## src/fbc64_pkg.sv

```systemverilog
`timescale 1ns / 1ps
// shared types, constants and round helpers for the 64-bit feistel cipher
package fbc64_pkg;

	localparam int unsigned HalfW = 32;
	localparam int unsigned CntW  = 8;

	localparam logic OP_ENC = 1'b0;
	localparam logic OP_DEC = 1'b1;

	typedef struct packed {
		logic load;
		logic step;
		logic emit;
	} fbc64_cmd_t;

	typedef struct packed {
		logic last;
	} fbc64_stat_t;

	// rotate right by whole bytes
	function automatic logic [HalfW-1:0] rotr_bytes(input logic [HalfW-1:0] v,
		input logic [1:0] b);
		logic [HalfW-1:0] r;
		unique case (b)
			2'd0: r = v;
			2'd1: r = {v[7:0], v[31:8]};
			2'd2: r = {v[15:0], v[31:16]};
			2'd3: r = {v[23:0], v[31:24]};
			default: r = v;
		endcase
		return r;
	endfunction

	// n*(n-1)/2 mod 4, which depends only on n mod 8
	function automatic logic [1:0] tri_mod4(input logic [2:0] n);
		logic [1:0] r;
		unique case (n)
			3'd0: r = 2'd0;
			3'd1: r = 2'd0;
			3'd2: r = 2'd1;
			3'd3: r = 2'd3;
			3'd4: r = 2'd2;
			3'd5: r = 2'd2;
			3'd6: r = 2'd3;
			3'd7: r = 2'd1;
			default: r = 2'd0;
		endcase
		return r;
	endfunction

	// round function: rotl(h,9) ^ ~(rotr(k,11) ^ h)
	function automatic logic [HalfW-1:0] round_f(input logic [HalfW-1:0] h,
		input logic [HalfW-1:0] k);
		return {h[22:0], h[31:23]} ^ ~({k[10:0], k[31:11]} ^ h);
	endfunction

endpackage

```

## src/fbc64_dp.sv

```systemverilog
`timescale 1ns / 1ps
// datapath: working halves, key schedule, round counter and result register
module fbc64_dp (
	input  logic                       clk,
	input  logic                       arst_n,
	input  fbc64_pkg::fbc64_cmd_t      cmd,
	output fbc64_pkg::fbc64_stat_t     stat,
	input  logic                       opcode,
	input  logic [63:0]                block_in,
	input  logic [31:0]                base_key,
	input  logic [7:0]                 rounds,
	output logic [63:0]                block_out
);
	import fbc64_pkg::*;

	logic [HalfW-1:0] l_q, r_q, k_q;
	logic [CntW-1:0]  cnt_q, n_q;
	logic             dec_q;
	logic [63:0]      out_q;

	logic [CntW-1:0]  diff;
	logic [1:0]       rot_amt;
	logic [HalfW-1:0] k_use;
	logic [HalfW-1:0] f_out;

	always_comb begin
		diff    = cnt_q - n_q;
		rot_amt = (dec_q == OP_DEC) ? diff[1:0] : cnt_q[1:0];
		k_use   = (cnt_q == '0) ? k_q : rotr_bytes(k_q, rot_amt);
		f_out   = round_f((dec_q == OP_DEC) ? r_q : l_q, k_use);
	end

	assign stat.last = (cnt_q == n_q);
	assign block_out = out_q;

	always_ff @(posedge clk or negedge arst_n) begin
		if (!arst_n) begin
			cnt_q <= '0;
			n_q   <= '0;
			dec_q <= OP_ENC;
		end else if (cmd.load) begin
			cnt_q <= '0;
			n_q   <= rounds;
			dec_q <= opcode;
		end else if (cmd.step) begin
			cnt_q <= cnt_q + 1'b1;
		end
	end

	always_ff @(posedge clk) begin
		if (cmd.load) begin
			l_q <= block_in[63:32];
			r_q <= block_in[31:0];
			k_q <= (opcode == OP_DEC) ? rotr_bytes(base_key, tri_mod4(rounds[2:0])) : base_key;
		end else if (cmd.step) begin
			k_q <= k_use;
			if (dec_q == OP_DEC) begin
				l_q <= r_q;
				r_q <= l_q ^ f_out;
			end else begin
				l_q <= r_q ^ f_out;
				r_q <= l_q;
			end
		end
		if (cmd.emit) begin
			out_q <= {l_q, r_q};
		end
	end

endmodule

```

## src/fbc64_ctrl.sv

```systemverilog
`timescale 1ns / 1ps
// controller: request intake, round sequencing and result handshake
module fbc64_ctrl (
	input  logic                       clk,
	input  logic                       arst_n,
	input  logic                       in_valid,
	output logic                       in_ready,
	output logic                       out_valid,
	input  logic                       out_ready,
	input  fbc64_pkg::fbc64_stat_t     stat,
	output fbc64_pkg::fbc64_cmd_t      cmd
);
	import fbc64_pkg::*;

	localparam logic ST_IDLE = 1'b0;
	localparam logic ST_RUN  = 1'b1;

	logic state_q, state_d;
	logic out_valid_q;
	logic out_free;

	assign out_free  = !out_valid_q || out_ready;
	assign in_ready  = (state_q == ST_IDLE);
	assign out_valid = out_valid_q;

	always_comb begin
		state_d  = state_q;
		cmd.load = 1'b0;
		cmd.step = 1'b0;
		cmd.emit = 1'b0;
		unique case (state_q)
			ST_IDLE: begin
				if (in_valid) begin
					cmd.load = 1'b1;
					state_d  = ST_RUN;
				end
			end
			ST_RUN: begin
				if (!stat.last) begin
					cmd.step = 1'b1;
				end else if (out_free) begin
					cmd.emit = 1'b1;
					state_d  = ST_IDLE;
				end
			end
			default: state_d = ST_IDLE;
		endcase
	end

	always_ff @(posedge clk or negedge arst_n) begin
		if (!arst_n) begin
			state_q     <= ST_IDLE;
			out_valid_q <= 1'b0;
		end else begin
			state_q <= state_d;
			if (cmd.emit) begin
				out_valid_q <= 1'b1;
			end else if (out_ready) begin
				out_valid_q <= 1'b0;
			end
		end
	end

endmodule

```

## src/feistel_block_cipher_64_unit.sv

```systemverilog
`timescale 1ns / 1ps
// top level of the 64-bit feistel block cipher with its register port
// Encrypts or decrypts one 64-bit block per request with a Feistel network on
// two 32-bit halves, one round per clock in a shared round unit. A request
// occupies the unit for the load at acceptance, n rounds, n being round_count
// saturated at MAX_ROUNDS, and a step that registers the result, which waits
// while an earlier result is still held without out_ready. The next request is
// taken the cycle after the result is registered, even while that result
// still waits on out_ready. Registers: base_key at 0x0, round_count at 0x4;
// write them only while the block is idle.
module feistel_block_cipher_64_unit #(
	parameter int unsigned MAX_ROUNDS = 128
) (
	input  logic        clk,
	input  logic        arst_n,
	input  logic        psel,
	input  logic        penable,
	input  logic        pwrite,
	input  logic [2:0]  paddr,
	input  logic [31:0] pwdata,
	output logic [31:0] prdata,
	output logic        pready,
	input  logic        in_valid,
	output logic        in_ready,
	input  logic        opcode,
	input  logic [63:0] block_in,
	output logic        out_valid,
	input  logic        out_ready,
	output logic [63:0] block_out
);
	import fbc64_pkg::*;

	localparam logic REG_BASE_KEY = 1'b0;
	localparam logic REG_ROUNDS   = 1'b1;
	localparam logic [7:0] MaxR   = 8'(MAX_ROUNDS);

	logic [31:0]  base_key_q;
	logic [7:0]   round_count_q;
	logic [7:0]   rounds;
	logic         wr_en;
	fbc64_cmd_t   cmd;
	fbc64_stat_t  stat;

	assign pready = 1'b1;
	assign wr_en  = psel && penable && pwrite;
	assign rounds = (round_count_q > MaxR) ? MaxR : round_count_q;

	always_comb begin
		unique case (paddr[2])
			REG_BASE_KEY: prdata = base_key_q;
			REG_ROUNDS:   prdata = {24'd0, round_count_q};
			default:      prdata = '0;
		endcase
	end

	always_ff @(posedge clk or negedge arst_n) begin
		if (!arst_n) begin
			base_key_q    <= '0;
			round_count_q <= 8'd99;
		end else if (wr_en) begin
			if (paddr[2] == REG_BASE_KEY) begin
				base_key_q <= pwdata;
			end else begin
				round_count_q <= pwdata[7:0];
			end
		end
	end

	fbc64_ctrl u_ctrl (
		.clk       (clk),
		.arst_n    (arst_n),
		.in_valid  (in_valid),
		.in_ready  (in_ready),
		.out_valid (out_valid),
		.out_ready (out_ready),
		.stat      (stat),
		.cmd       (cmd)
	);

	fbc64_dp u_dp (
		.clk       (clk),
		.arst_n    (arst_n),
		.cmd       (cmd),
		.stat      (stat),
		.opcode    (opcode),
		.block_in  (block_in),
		.base_key  (base_key_q),
		.rounds    (rounds),
		.block_out (block_out)
	);

endmodule

```

## config.mk

```make
export PLATFORM = sky130hd
export DESIGN_NAME = feistel_block_cipher_64_unit
export DESIGN_NICKNAME = d
export VERILOG_FILES = /design/src/fbc64_pkg.sv /design/src/fbc64_dp.sv /design/src/fbc64_ctrl.sv /design/src/feistel_block_cipher_64_unit.sv
export SDC_FILE = /design/constraint.sdc
export NUM_CORES = 1
export LEC_CHECK = 0
export BUFFER_PORTS_ARGS = -buffer_cell sky130_fd_sc_hd__buf_2
export CAP_MARGIN = 20
export CORE_MARGIN = 2
export CORE_UTILIZATION = 25
export DETAILED_ROUTE_END_ITERATION = 16
export PLACE_DENSITY = 0.47
export SETUP_SLACK_MARGIN = 0.02
export SLEW_MARGIN = 10
export SYNTH_ARGS = -nofsm -noshare
export SYNTH_HDL_FRONTEND = slang
export SYNTH_SLANG_ARGS = --single-unit
```

## constraint.sdc

```tcl
create_clock -name clk -period 5.6 [get_ports clk]
set_clock_uncertainty 0.15 [all_clocks]
set_input_delay 0.28 -clock clk [delete_from_list [all_inputs] [get_ports clk]]
set_output_delay 0.28 -clock clk [all_outputs]
set_load 0.02 [all_outputs]
```

* Word level (Yosys, flattened, before mapping)
Memories as Yosys holds them, arrays and structs flattened. Cells that the tools add are included.
Cells by class: add/subtract/negate cells 2, $lt $le $gt $ge 1, eq/ne operators 7, muxes and demuxes 30, bitwise operators 7, reductions and logical operators 11
Operator list (count):
- two-way mux 32 bit | 11
- one-hot mux 32 bit (4 select lines) | 2
- bitwise XOR 32 bit | 4
- one-hot mux 32 bit (2 select lines) | 1
- NOT 32 bit | 1
- two-way mux 8 bit | 3
- two-way mux 1 bit | 9
- adder 8 x 1 -> 8 bit, second input constant | 1
- == test 2 bit, second input constant | 4
- == test 8 bit | 1
- greater-than comparator 8 bit, second input constant | 1
- zero test 8 bit | 1
- two-way mux 2 bit | 3
- == test 2 x 1 -> 1 bit, second input constant | 2
- zero test 2 bit | 2
- AND reduction 2 bit | 2
- nonzero test 2 bit | 2
- logical AND 1 bit | 2
- NOT 1 bit | 2
- one-hot mux 1 bit (2 select lines) | 1
- subtractor 2 bit | 1
- zero test 1 bit | 1
- logical OR 1 bit | 1
Storage, ports and cells: bits in registers 219, bits in read-only memories 16, bits of input ports 107, output and inout bits 99, logic and storage cells 70, memories kept 1
Memory list:
- (name not given) | words 8, width 2, read ports 1, clocked after memory_dff 0, wr ports 0, line fbc64_pkg.sv:38 | unique case (n)

* Depth between registers and ports, before layout
Gate-level depths: netlist of the first run.
depth after elaboration 12, gate-level depth with buffers 13

* Cells and area by module
From an unflattened synthesis of the first run, not the netlist that was laid out.
Second synthesis, totals: cells, all modules 1970, area, all modules 17944.7 µm²
By module, submodules not included:
- fbc64_dp | times used 1, cells each 1828, area each 15879.0 µm², sequential area each 5230.0 µm²
- feistel_block_cipher_64_unit | times used 1, cells each 131, area each 1961.9 µm², sequential area each 1006.0 µm²
- fbc64_ctrl | times used 1, cells each 11, area each 103.8 µm², sequential area each 50.0 µm²

* Worst setup path after synthesis of the first run
No wires, ideal clock.
path type reg2reg, start point register u_dp.cnt_q[0], end point register u_dp.out_q[0] (netlist: u_dp.block_out[0]) (enable), data arrival time 5.053 ns, setup slack -0.112 ns, stages on the path, launching flop included 9, cell sequence dfrtp_1 -> inv_2 -> ha_1 -> clkbuf_1 -> o2111ai_1 -> or4_1 -> clkbuf_1 -> or2_2 -> a21oi_1
RTL lines:
- from (decl) | line fbc64_dp.sv:17 | logic [CntW-1:0] cnt_q, n_q;
- from (signal assigned) | line fbc64_dp.sv:46 | cnt_q <= cnt_q + 1'b1;
- to (signal assigned) | line fbc64_dp.sv:66 | out_q <= {l_q, r_q};
- to (decl) | line fbc64_dp.sv:19 | logic [63:0] out_q;

* Worst setup path after layout of the first run
start point register u_dp.cnt_q[1], end point register u_dp.l_q[23], data pin
On the way: longest elaborated chain between the ends 12, elaborated cells on any way between the ends 16, those cells by class add/sub: 1; eq/ne: 3; mux: 6; bitwise: 4; reduce/logical: 2
Ends and longest elaborated chain:
- subtractor 2 bit | line fbc64_dp.sv:27 | diff = cnt_q - n_q;
- two-way mux 2 bit | line fbc64_dp.sv:28 | rot_amt = (dec_q == OP_DEC) ? diff[1:0] : cnt_q[1:0];
- == test 2 bit, or another cell as far along | line fbc64_pkg.sv:25 | unique case (b)
- one-hot mux 32 bit (4 select lines) | line fbc64_pkg.sv:25
- two-way mux 32 bit * | line fbc64_dp.sv:29 | k_use = (cnt_q == '0) ? k_q : rotr_bytes(k_q, rot_amt);
- bitwise XOR 32 bit * | line fbc64_pkg.sv:55 | return {h[22:0], h[31:23]} ^ ~({k[10:0], k[31:11]} ^ h);
- NOT 32 bit * | line fbc64_pkg.sv:55
- bitwise XOR 32 bit * | line fbc64_pkg.sv:55
- bitwise XOR 32 bit * | line fbc64_dp.sv:61 | l_q <= r_q ^ f_out;
- two-way mux 32 bit * | line fbc64_dp.sv:57 | if (dec_q == OP_DEC) begin
- two-way mux 32 bit * | line fbc64_dp.sv:55 | end else if (cmd.step) begin
- two-way mux 32 bit * | line fbc64_dp.sv:51 | if (cmd.load) begin
- to (signal assigned) | line fbc64_dp.sv:52 | l_q <= block_in[63:32];
- to (signal assigned) | line fbc64_dp.sv:58 | l_q <= r_q;
- to (signal assigned) | line fbc64_dp.sv:61
- to (decl) | line fbc64_dp.sv:16 | logic [HalfW-1:0] l_q, r_q, k_q;
Mark *: on every way between the ends. The rest lies on a longest branch, timed or not. The select of a mux whose other input is x is not followed. A chain may end at the register's enable or synchronous reset.

==> results of run 1 <==
-- state kept, by name, indices dropped and copies added (netlist names) --
signal and count:
u_dp.block_out 64, u_dp.cnt_q 8, u_ctrl.out_valid 1, u_dp.dec_q 1, u_dp.r_q 32, base_key_q 32, u_dp.n_q 8, round_count_q 8
u_dp.l_q 32, u_dp.k_q 32, u_ctrl.state_q 1
-- cells in the final DEF (no fill, tap or decap), types with 15 or more instances in the layout --
cell type	netlist	layout
sky130_fd_sc_hd__inv_1	33	33
sky130_fd_sc_hd__nand2_1	189	187
sky130_fd_sc_hd__a22oi_1	22	22
sky130_fd_sc_hd__mux2i_1	103	103
sky130_fd_sc_hd__a222oi_1	32	32
sky130_fd_sc_hd__or2_2	25	25
sky130_fd_sc_hd__a311oi_1	17	17
sky130_fd_sc_hd__nand4_1	33	33
sky130_fd_sc_hd__clkbuf_16	0	32
sky130_fd_sc_hd__nor2_1	78	76
sky130_fd_sc_hd__o211ai_1	44	44
sky130_fd_sc_hd__a211oi_1	47	47
sky130_fd_sc_hd__nand3_1	51	51
sky130_fd_sc_hd__nand3b_1	15	15
sky130_fd_sc_hd__nor3_1	71	70
sky130_fd_sc_hd__and2_1	16	16
sky130_fd_sc_hd__mux2_2	79	79
sky130_fd_sc_hd__edfxtp_1	160	160
sky130_fd_sc_hd__a31oi_1	15	15
sky130_fd_sc_hd__o31ai_1	21	21
sky130_fd_sc_hd__o21ai_0	144	144
sky130_fd_sc_hd__nor2b_1	31	30
sky130_fd_sc_hd__buf_2	15	202
sky130_fd_sc_hd__nand2b_1	17	16
sky130_fd_sc_hd__xor2_1	34	34
sky130_fd_sc_hd__buf_4	7	31
sky130_fd_sc_hd__dlygate4sd3_1	0	49
sky130_fd_sc_hd__a21oi_1	127	126
sky130_fd_sc_hd__dfrtp_1	55	53
sky130_fd_sc_hd__xnor2_1	39	39
-- through the flow --
step,area [um^2],util,hold slack (ns),setup slack (ns),cells
2_1_floorplan,16830,-,-0.1656,0.9334,1882
6_report,19950,0.2981,0.01190,1.620,2899
3_3_place_gp,18410,0.2752,0.3355,1.752,2791
4_1_cts,19950,0.2981,0.001231,1.663,2898
5_1_grt,19950,0.2981,0.01666,1.463,2898
3_5_place_dp,18440,0.2755,0.3350,1.656,2793
-- routing by layer --
layer	global-route usage	wire length [um]	vias up
met3	0.02647	4540	96
li1	-	-	7426
met1	0.2475	28660	7894
met2	0.2882	29610	717
met4	0.05405	1934	0
met5	0	0	-
-- logic make-up after synthesis --
kind of cell	share of synthesized area
other	0.0002228
XOR/XNOR	0.04074
AND/OR/NAND/NOR	0.1609
AO/OA/AOI/OAI	0.2525
buffers and inverters	0.05576
multiplexers	0.1141
flip-flops	0.3735
adder cells (fa/ha/maj)	0.002231
-- critical path, stage by stage, from the launching register on --
cell                        delay, ns
sky130_fd_sc_hd__dfrtp_2         0.69
sky130_fd_sc_hd__inv_1           0.12
sky130_fd_sc_hd__ha_1            0.20
sky130_fd_sc_hd__or4b_1          0.19
sky130_fd_sc_hd__o22a_1          0.16
sky130_fd_sc_hd__nand2_1         0.59
sky130_fd_sc_hd__a2111oi_2       1.05
sky130_fd_sc_hd__mux2_2          0.42
sky130_fd_sc_hd__a311oi_1        0.25
-- final cells by class --
cell class / instances / area [um^2] / share of cell area
Antenna cell: 1 / 2.502 / 0.0001254
Clock buffer: 42 / 868.3 / 0.04353
Clock inverter: 14 / 148.9 / 0.007464
Inverter: 35 / 131.4 / 0.006586
Multi-Input combinational cell: 1431 / 9656 / 0.4840
Sequential cell: 219 / 6291 / 0.3154
Tap cell: 873 / 1092 / 0.05475
Timing Repair Buffer: 284 / 1759 / 0.08818
-- how the worst max path moves through the flow --
stage	startpoint	end	slack, ns	cells after the start
detailed placement	u_dp.cnt_q[1]	u_dp.l_q[23]	1.66	8
finish	u_dp.cnt_q[1]	u_dp.l_q[23]	1.62	8
global placement	u_dp.cnt_q[1]	u_dp.l_q[23]	1.75	8
floorplan	u_dp.cnt_q[0]	u_dp.k_q[0]	0.93	9
CTS	u_dp.cnt_q[1]	u_dp.l_q[23]	1.66	8
global route	u_dp.cnt_q[1]	u_dp.l_q[23]	1.46	8
==> results.txt, run 1 <==
----------------------------------------------------
[Logic synthesis]
  Share of flip-flops with an asynchronous set or reset after synthesis ... 0.2694
  Post-synthesis average cell area ... 8.942 um^2
  Number of nets produced by synthesis ... 1992
  Yosys top cell area share ... 0.2855
  Distinct cells, synth ... 73
  Most instantiated cells after synthesis ... sky130_fd_sc_hd__nand2_1 (189), sky130_fd_sc_hd__edfxtp_1 (160), sky130_fd_sc_hd__clkbuf_1 (151)
  Primary flip-flop cell chosen by synthesis mapping ... sky130_fd_sc_hd__edfxtp_1
  Count leader, synth ... sky130_fd_sc_hd__nand2_1
  Synthesized netlist cell count ... 1882
  Cell taking the most area after synthesis ... sky130_fd_sc_hd__edfxtp_1
  Synth Register Bits ... 219
  Mapped cell area ... 16830 um^2
  Count of flip-flops with a built-in enable after synthesis ... 160
  Dominant cells by area after synthesis ... sky130_fd_sc_hd__edfxtp_1 (29%), sky130_fd_sc_hd__dfrtp_1 (8.2%), sky130_fd_sc_hd__mux2i_1 (6.1%)
  Ys Warns ... 0
  Post-synthesis sequential area ratio ... 0.3735

[Placement]
  Placed wire-length estimate after detailed placement ... ~45000 um
  Gp weighted congestion ... 0.8615
  Buffers added on ports ... 202

[Global route]
  Global-route wire length before repair ... slightly below 100000 um
  Total congestion overflow after global routing ... 0
  Global Route Usage Sum ... 0.1792
  Initial antenna violation count ... 1
  Via count of the first global-routing pass ... 15370
  Pin count of the biggest net entering global routing ... between 80 and 90

[Worst hold path]
  Class of the tightest hold or removal check ... primary input to flip-flop
  Cell count of the worst hold path ... 3
  Hold Startpoint ... block_in[32]
  Worst Hold Endpoint ... u_dp.l_q[0]

[Floorplan]
  Die extent in x ... 263.5 um
  Number of rows created at floorplan ... 95
  Area of the core ... roughly 67000 um^2
  Starting density of the core ... 0.2515
  Count of pins on the block boundary ... 206
  Vertical die dimension ... 263.5 um
  Die area ... 69410 um^2

[Clocking]
  Deepest level of the CTS H-tree ... 1
  Clock-pin transition on the worst setup and hold timing paths ... around 0.06 ns
  Library cell used as clock root buffer ... sky130_fd_sc_hd__clkbuf_16
  Insertion delay of the later-clocked pin in the worst-skew pair ... between 0.5 and 0.6 ns
  Post-CTS setup buffer count ... 0
  Number of instances resized during post-cts repair ... 0
  Cts hold-fix bufs ... 49
  Count of clock tree sinks ... 219
  Largest buffer count on any clock path ... 3
  CTS buffer count ... 30
  Clock tree from TritonCTS ... built

[Cells and area]
  Fill cell instance count of the final layout ... 6978
  Number of nets in the layout ... 2111
  Area Growth Syn to Fin ... 18.54%
  Share of post-route cells with drive strength above 1 ... 0.2123

[Setup path]
  Largest fanout on the critical path ... 24
  Reg2Reg Depth ... 8
  End of the worst register-to-register path ... u_dp.l_q[23]
  Critical Path Start Type ... flip-flop
  R2r setup slk ... 1.62 ns
  Startpoint of the lowest-slack register-to-register path ... u_dp.cnt_q[1]
  CP Data Required Time ... 5.86 ns
  Capturing element type of the critical path ... flip-flop
  Crit Path Class ... flip-flop to flip-flop
  Arrival time at the worst endpoint ... roughly 4.2 ns

[Route]
  First DRT Iteration DRCs ... 1559
  1st-pass router iterations ... 9
  Number of nets still failing antenna checks after routing ... 0
  Average wire per cell in the routed design ... 22.33 um
  Vias per cell ... 5.565
  Count of vias placed by the detailed router ... about 16000
  Final Routed Wirelength ... about 65000 um
  # DRC ... 0

[Timing]
  Setup repair after global routing missed its margin ... false
  Achievable Freq ... 0.2513 GHz
  Final count of hold timing violations ... 0
  Post-route fraction of the period consumed by the critical path ... 0.7107
  Setup Viol. Count Final ... 0
  Worst rel slew slack ... 0.2858
  Post-layout min period ... around 4.0 ns
  Max-slew violation total from the final report ... 0
  Worst slew pin tran ... 1.071 ns
  Final TNS setup ... 0 ns

[Run status]
  Run status ... finished clean

[Run]
  Max-cap viol count ... 0

----------------------------------------------------
Power of run 1 is not shown: default switching activity piles up to over one toggle a cycle in this logic, so the estimate is an artifact.
==> inputs of run 2 (changes only) <==
- clock period: 5.6 -> 3.6 ns (I/O delays scaled with it)
==> run 2 against run 1 <==
  * First-iteration DRC count rose by 3.6%
  * Die area stayed put
  * Worst hold slack improved by 0.069 ns
  * Wire length down 0.17%
  * Worst setup slack got worse by 1.3 ns
  * Maximum frequency is 20% higher
  * Register-to-register slack worse by 1.3 ns
  * Core utilization up 1.2 points
  * Non-clock buffer count rose by 80
  * Global-route usage grew 0.059 points
  * Critical path depth unchanged
  * Critical path type unchanged
  * Critical endpoint is now u_dp.r_q[20]
  * Highest routed layer unchanged
==> results.txt, run 2 (same netlist as run 1, synthesis figures left out) <==
----------------------------------------------------
[Run status]
  Run status ... finished clean

[Clocking]
  Count of clock tree sinks ... ~220
  Clock-pin transition on the worst setup and hold timing paths ... around 0.060 ns
  Insertion delay of the later-clocked pin in the worst-skew pair ... ~0.6 ns
  Largest buffer count on any clock path ... 3
  Library cell used as clock root buffer ... sky130_fd_sc_hd__clkbuf_16
  Clock tree from TritonCTS ... built
  Deepest level of the CTS H-tree ... 1
  CTS buffer count ... 30

[Timing]
  Post-route fraction of the period consumed by the critical path ... 0.9237
  Final TNS setup ... 0 ns
  Setup Viol. Count Final ... 0
  Worst slew pin tran ... about 1.1 ns
  Worst rel slew slack ... 0.2825
  Achievable Freq ... 0.3007 GHz
  Post-layout min period ... approximately 3.3 ns
  Max-slew violation total from the final report ... 0
  Setup repair after global routing missed its margin ... false
  Final count of hold timing violations ... 0

[Setup path]
  Ordered list of cells on the worst path ... xor3_1 > buf_4 > o22a_1 > nand2_1 > buf_12 > a2111oi_4 > mux2_2 > a311oi_1
  Arrival time at the worst endpoint ... 3.58 ns
  Largest fanout on the critical path ... 38
  Capturing element type of the critical path ... flip-flop
  Crit Path Class ... flip-flop to flip-flop
  CP Data Required Time ... between 3 and 4 ns
  Crit path largest cell delay ... 0.51 ns
  Slowest stage cell on the critical path ... sky130_fd_sc_hd__a2111oi_4
  Critical Path Start Type ... flip-flop
  R2r setup slk ... ~0.27 ns

[Route]
  Number of nets still failing antenna checks after routing ... 0
  Vias per cell ... 5.483
  First DRT Iteration DRCs ... 1615
  1st-pass router iterations ... 7
  Final Routed Wirelength ... 64630 um
  Average wire per cell in the routed design ... 21.72 um
  # DRC ... 0
  Count of vias placed by the detailed router ... approximately 16000

[Global route]
  Initial antenna violation count ... 0
  Global Route Usage Sum ... 0.1798
  Global-route wire length before repair ... 97420 um
  Total congestion overflow after global routing ... 0
  Via count of the first global-routing pass ... 15570
  Pin count of the biggest net entering global routing ... 71

[Floorplan]
  Vertical die dimension ... between 200 and 300 um
  Count of pins on the block boundary ... 206
  Die area ... 69410 um^2
  Die extent in x ... 263.5 um
  Number of rows created at floorplan ... 95
  Starting density of the core ... 0.2515
  Area of the core ... between 60000 and 70000 um^2

[Cells and area]
  Fill cell instance count of the final layout ... 6962
  Most frequent cells in the layout ... sky130_fd_sc_hd__buf_2 (202), sky130_fd_sc_hd__nand2_1 (188), sky130_fd_sc_hd__edfxtp_1 (160)
  Diodes inserted ... 0
  Number of nets in the layout ... 2191
  Share of post-route cells with drive strength above 1 ... 0.2187
  Number of flip-flops under the largest register name ... 64
  Area Growth Syn to Fin ... 23.15%
  Most common library cell in the layout ignoring fill and taps ... sky130_fd_sc_hd__buf_2

[Placement]
  Buffers added on ports ... 202
  Gp weighted congestion ... 0.8817
  Placed wire-length estimate after detailed placement ... 45990 um

[Run]
  Max-cap viol count ... 0

[Worst hold path]
  Class of the tightest hold or removal check ... primary input to async pin

----------------------------------------------------
[run 2: changes by cell type in the layout (fill, tap and decap cells not counted), moves of 2 or more]
cell                            change
sky130_fd_sc_hd__buf_12             +4
sky130_fd_sc_hd__buf_4             +28
sky130_fd_sc_hd__bufinv_16          +2
sky130_fd_sc_hd__clkbuf_1           -4
sky130_fd_sc_hd__clkbuf_8           -2
sky130_fd_sc_hd__clkinvlp_4         +3
sky130_fd_sc_hd__dlygate4sd3_1     +50
sky130_fd_sc_hd__inv_4              +2
[run 2: final timing paths]
check	startpoint	end	cells after the start
setup / recovery	u_dp.cnt_q[1]	u_dp.r_q[20]	8
hold / removal	arst_n	base_key_q[16]	2
setup reg to reg	u_dp.cnt_q[1]	u_dp.r_q[20]	8
hold reg to reg	u_dp.n_q[0]	u_dp.n_q[0]	2
max in group asynchronous	arst_n	round_count_q[0]	3
min in group clk	block_in[29]	u_dp.r_q[29]	4
[run 2: through the flow]
step	util	cells	worst slack [ns]	area [um^2]	hold WS, ns
final	0.3097	2976	0.2745	20720	0.08102
after floorplan	-	1882	0.03730	16850	-0.2656
after CTS	0.3096	2976	0.2801	20720	0.05558
after global placement	0.2793	2823	0.3823	18690	0.1754
after detailed placement	0.2793	2823	0.3123	18690	0.1856
after global routing	0.3097	2976	0.08641	20720	0.1004
[run 2: final cells by class]
type | count | area (um^2) | share of cell area
Clock inverter | 19 | 231.5 | 0.01117
Timing Repair Buffer | 364 | 2525 | 0.1218
Inverter | 35 | 131.4 | 0.006339
Tap cell | 873 | 1092 | 0.05270
Sequential cell | 219 | 6291 | 0.3035
Clock buffer | 35 | 800.8 | 0.03864
Multi-Input combinational cell | 1431 | 9653 | 0.4658
[run 2: critical path: cells and delay by family (launching register included)]
family	cells	cell delay, ns
AOI/OAI and AO/OA	3	0.97
DFF	1	0.47
xor gates and xnor gates	1	0.44
buffers and inverters	2	0.59
and+or+nand+nor	1	0.10
muxes	1	0.41
[run 2: routing by layer]
layer / track usage / vias to the layer above / part of all wire
met3: 0.02946 / 93 / 0.069
met1: 0.2495 / 7964 / 0.45
li1: - / 7610 / -
met4: 0.05483 / 0 / 0.031
met2: 0.2852 / 651 / 0.45
met5: 0 / - / 0
[run 2: repair_timing]
action	4_1_cts	5_1_grt
setup endpoints to repair	0	1
setup buffers	0	0
resized for setup	0	1
endpoints found under the hold margin	140	0
hold buffers	99	0
Power of run 2 is left out for the same reason.
==> inputs of run 3 (changes only) <==
- CELL_PAD_IN_SITES_DETAIL_PLACEMENT: unset -> 1
- CELL_PAD_IN_SITES_GLOBAL_PLACEMENT: unset -> 2
- PLACE_DENSITY: 0.47 -> 0.66
==> run 3 against run 2 <==
  * First-iteration DRC count is 15% lower
  * Worst setup slack better by 0.088 ns
  * Die area unchanged
  * Critical path type unchanged
  * Largest cell class unchanged
==> results.txt, run 3 (same netlist as run 1, synthesis figures left out) <==
----------------------------------------------------
[Run status]
  Run status ... finished clean

[Timing]
  Final Hold Slack ... around 0.020 ns
  Achievable Freq ... 0.3089 GHz
  Post-route fraction of the period consumed by the critical path ... 0.8993
  Worst slew pin tran ... 0.7891 ns
  Final TNS setup ... 0 ns
  Setup Viol. Count Final ... 0
  Post-layout min period ... between 3 and 4 ns
  Final count of hold timing violations ... 0
  Worst rel slew slack ... 0.4589
  Max-slew violation total from the final report ... 0
  Setup repair after global routing missed its margin ... false

[Clocking]
  Largest buffer count on any clock path ... 3
  Clock tree from TritonCTS ... built
  Clock-pin transition on the worst setup and hold timing paths ... around 0.070 ns
  Library cell used as clock root buffer ... sky130_fd_sc_hd__clkbuf_16
  CTS buffer count ... 31
  Deepest level of the CTS H-tree ... 1
  Post-CTS setup buffer count ... 0
  Insertion delay of the later-clocked pin in the worst-skew pair ... 0.61 ns
  Count of clock tree sinks ... 219

[Global route]
  Initial antenna violation count ... 4
  Total congestion overflow after global routing ... 0
  Global Route Usage Sum ... 0.1955
  Global-route wire length before repair ... 106000 um
  Via count of the first global-routing pass ... between 15000 and 20000
  Pin count of the biggest net entering global routing ... 139

[Setup path]
  Number of buffers and inverters on the critical path ... 1
  Ordered list of cells on the worst path ... xor3_1 > buf_4 > mux2i_1 > o21ai_0 > a211oi_2 > mux2_2 > a211oi_1
  CP Data Required Time ... 3.88 ns
  Capturing element type of the critical path ... flip-flop
  Arrival time at the worst endpoint ... 3.51 ns
  Critical path's top delay family ... compound AO/OA/AOI/OAI gates
  Crit Path Class ... flip-flop to flip-flop
  Largest fanout on the critical path ... 14
  Slowest stage cell on the critical path ... sky130_fd_sc_hd__a211oi_2
  Crit path largest cell delay ... 0.70 ns
  Critical Path Start Type ... flip-flop

[Placement]
  Placed wire-length estimate after detailed placement ... 48980 um
  Buffers added on ports ... 202
  Instance count after placement with tap cells included ... 2834
  Gp weighted congestion ... 0.8488

[Route]
  # DRC ... 0
  Count of vias placed by the detailed router ... 16440
  Number of nets still failing antenna checks after routing ... 0
  Vias per cell ... roughly 5.5
  Final Routed Wirelength ... 69910 um
  First DRT Iteration DRCs ... 1373
  1st-pass router iterations ... 10
  Average wire per cell in the routed design ... around 23 um

[Cells and area]
  Diodes inserted ... 0
  Most common library cell in the layout ignoring fill and taps ... sky130_fd_sc_hd__buf_2
  Number of nets in the layout ... 2199
  Area Growth Syn to Fin ... 23.84%
  Number of flip-flops under the largest register name ... 64
  Most frequent cells in the layout ... sky130_fd_sc_hd__buf_2 (202), sky130_fd_sc_hd__nand2_1 (188), sky130_fd_sc_hd__edfxtp_1 (160)
  Fill cell instance count of the final layout ... 7684
  Share of post-route cells with drive strength above 1 ... 0.2234
  Post-route non-filler standard cell count ... 2986

[Floorplan]
  Vertical die dimension ... 263.5 um
  Count of pins on the block boundary ... 206
  Starting density of the core ... 0.2515
  Die area ... 69410 um^2
  Number of rows created at floorplan ... 95
  Die extent in x ... about 260 um
  Area of the core ... 66920 um^2

[Run]
  Max-cap viol count ... 0

[Worst hold path]
  Class of the tightest hold or removal check ... primary input to flip-flop

----------------------------------------------------
[run 3: cell types whose count changed in the layout (fill, tap and decap cells not counted), sizes merged]
cell         previous run  this run
buf                   265       276
clkbuf                 35        40
dlygate4sd3            99        95
clkinv                  8         5
bufinv                  5         4
clkinvlp                4         5
inv                    37        38
[run 3: cell type report]
type,count,area [um^2],share of cell area
repair buffers,371,2592,0.1244
well taps,873,1092,0.05241
clock buffers,40,873.3,0.04191
clock inverters,17,211.5,0.01015
flip-flops and latches,219,6291,0.3019
inverters,35,131.4,0.006304
multi-input cells,1431,9648,0.4630
[run 3: final timing paths]
path                               start               end  slack, ns  depth (start not counted)
max                        u_dp.cnt_q[1]      u_dp.l_q[30]       0.36                          7
min                         block_in[57]      u_dp.l_q[25]       0.02                          5
max reg2reg                u_dp.cnt_q[1]      u_dp.l_q[30]       0.36                          7
min reg2reg                  u_dp.n_q[0]       u_dp.n_q[0]       0.35                          2
max in group asynchronous         arst_n  round_count_q[0]       2.35                          3
min in group asynchronous         arst_n  round_count_q[4]       0.07                          2
[run 3: worst min-delay path, stage by stage]
cell and delay (ns):
sky130_fd_sc_hd__buf_2 0.08, sky130_fd_sc_hd__nand2_1 0.09, sky130_fd_sc_hd__o311ai_0 0.12, sky130_fd_sc_hd__nor2_1 0.05
sky130_fd_sc_hd__nor3_1 0.13
[run 3: timing repair]
action,CTS,global route
hold buffers,95,0
hold endpoints to repair,132,0
gates resized for setup,0,0
[run 3: per-stage QoR]
stage	instance area (um^2)	util	setup slack (ns)
floorplan	16850	-	0.03730
global placement	18800	0.2810	0.3947
detailed placement	18800	0.2810	0.3328
CTS	20840	0.3114	0.3072
global route	20840	0.3114	0.1175
finish	20840	0.3114	0.3625
[run 3: layer usage]
metal  vias up  part of all wire  GRT usage
met5         -                 0          0
li1       7590                 -          -
met2       490              0.47     0.3255
met4         0             0.036    0.06703
met3       102             0.047    0.02133
met1      8258              0.45     0.2626
Power of run 3 is left out for the same reason.
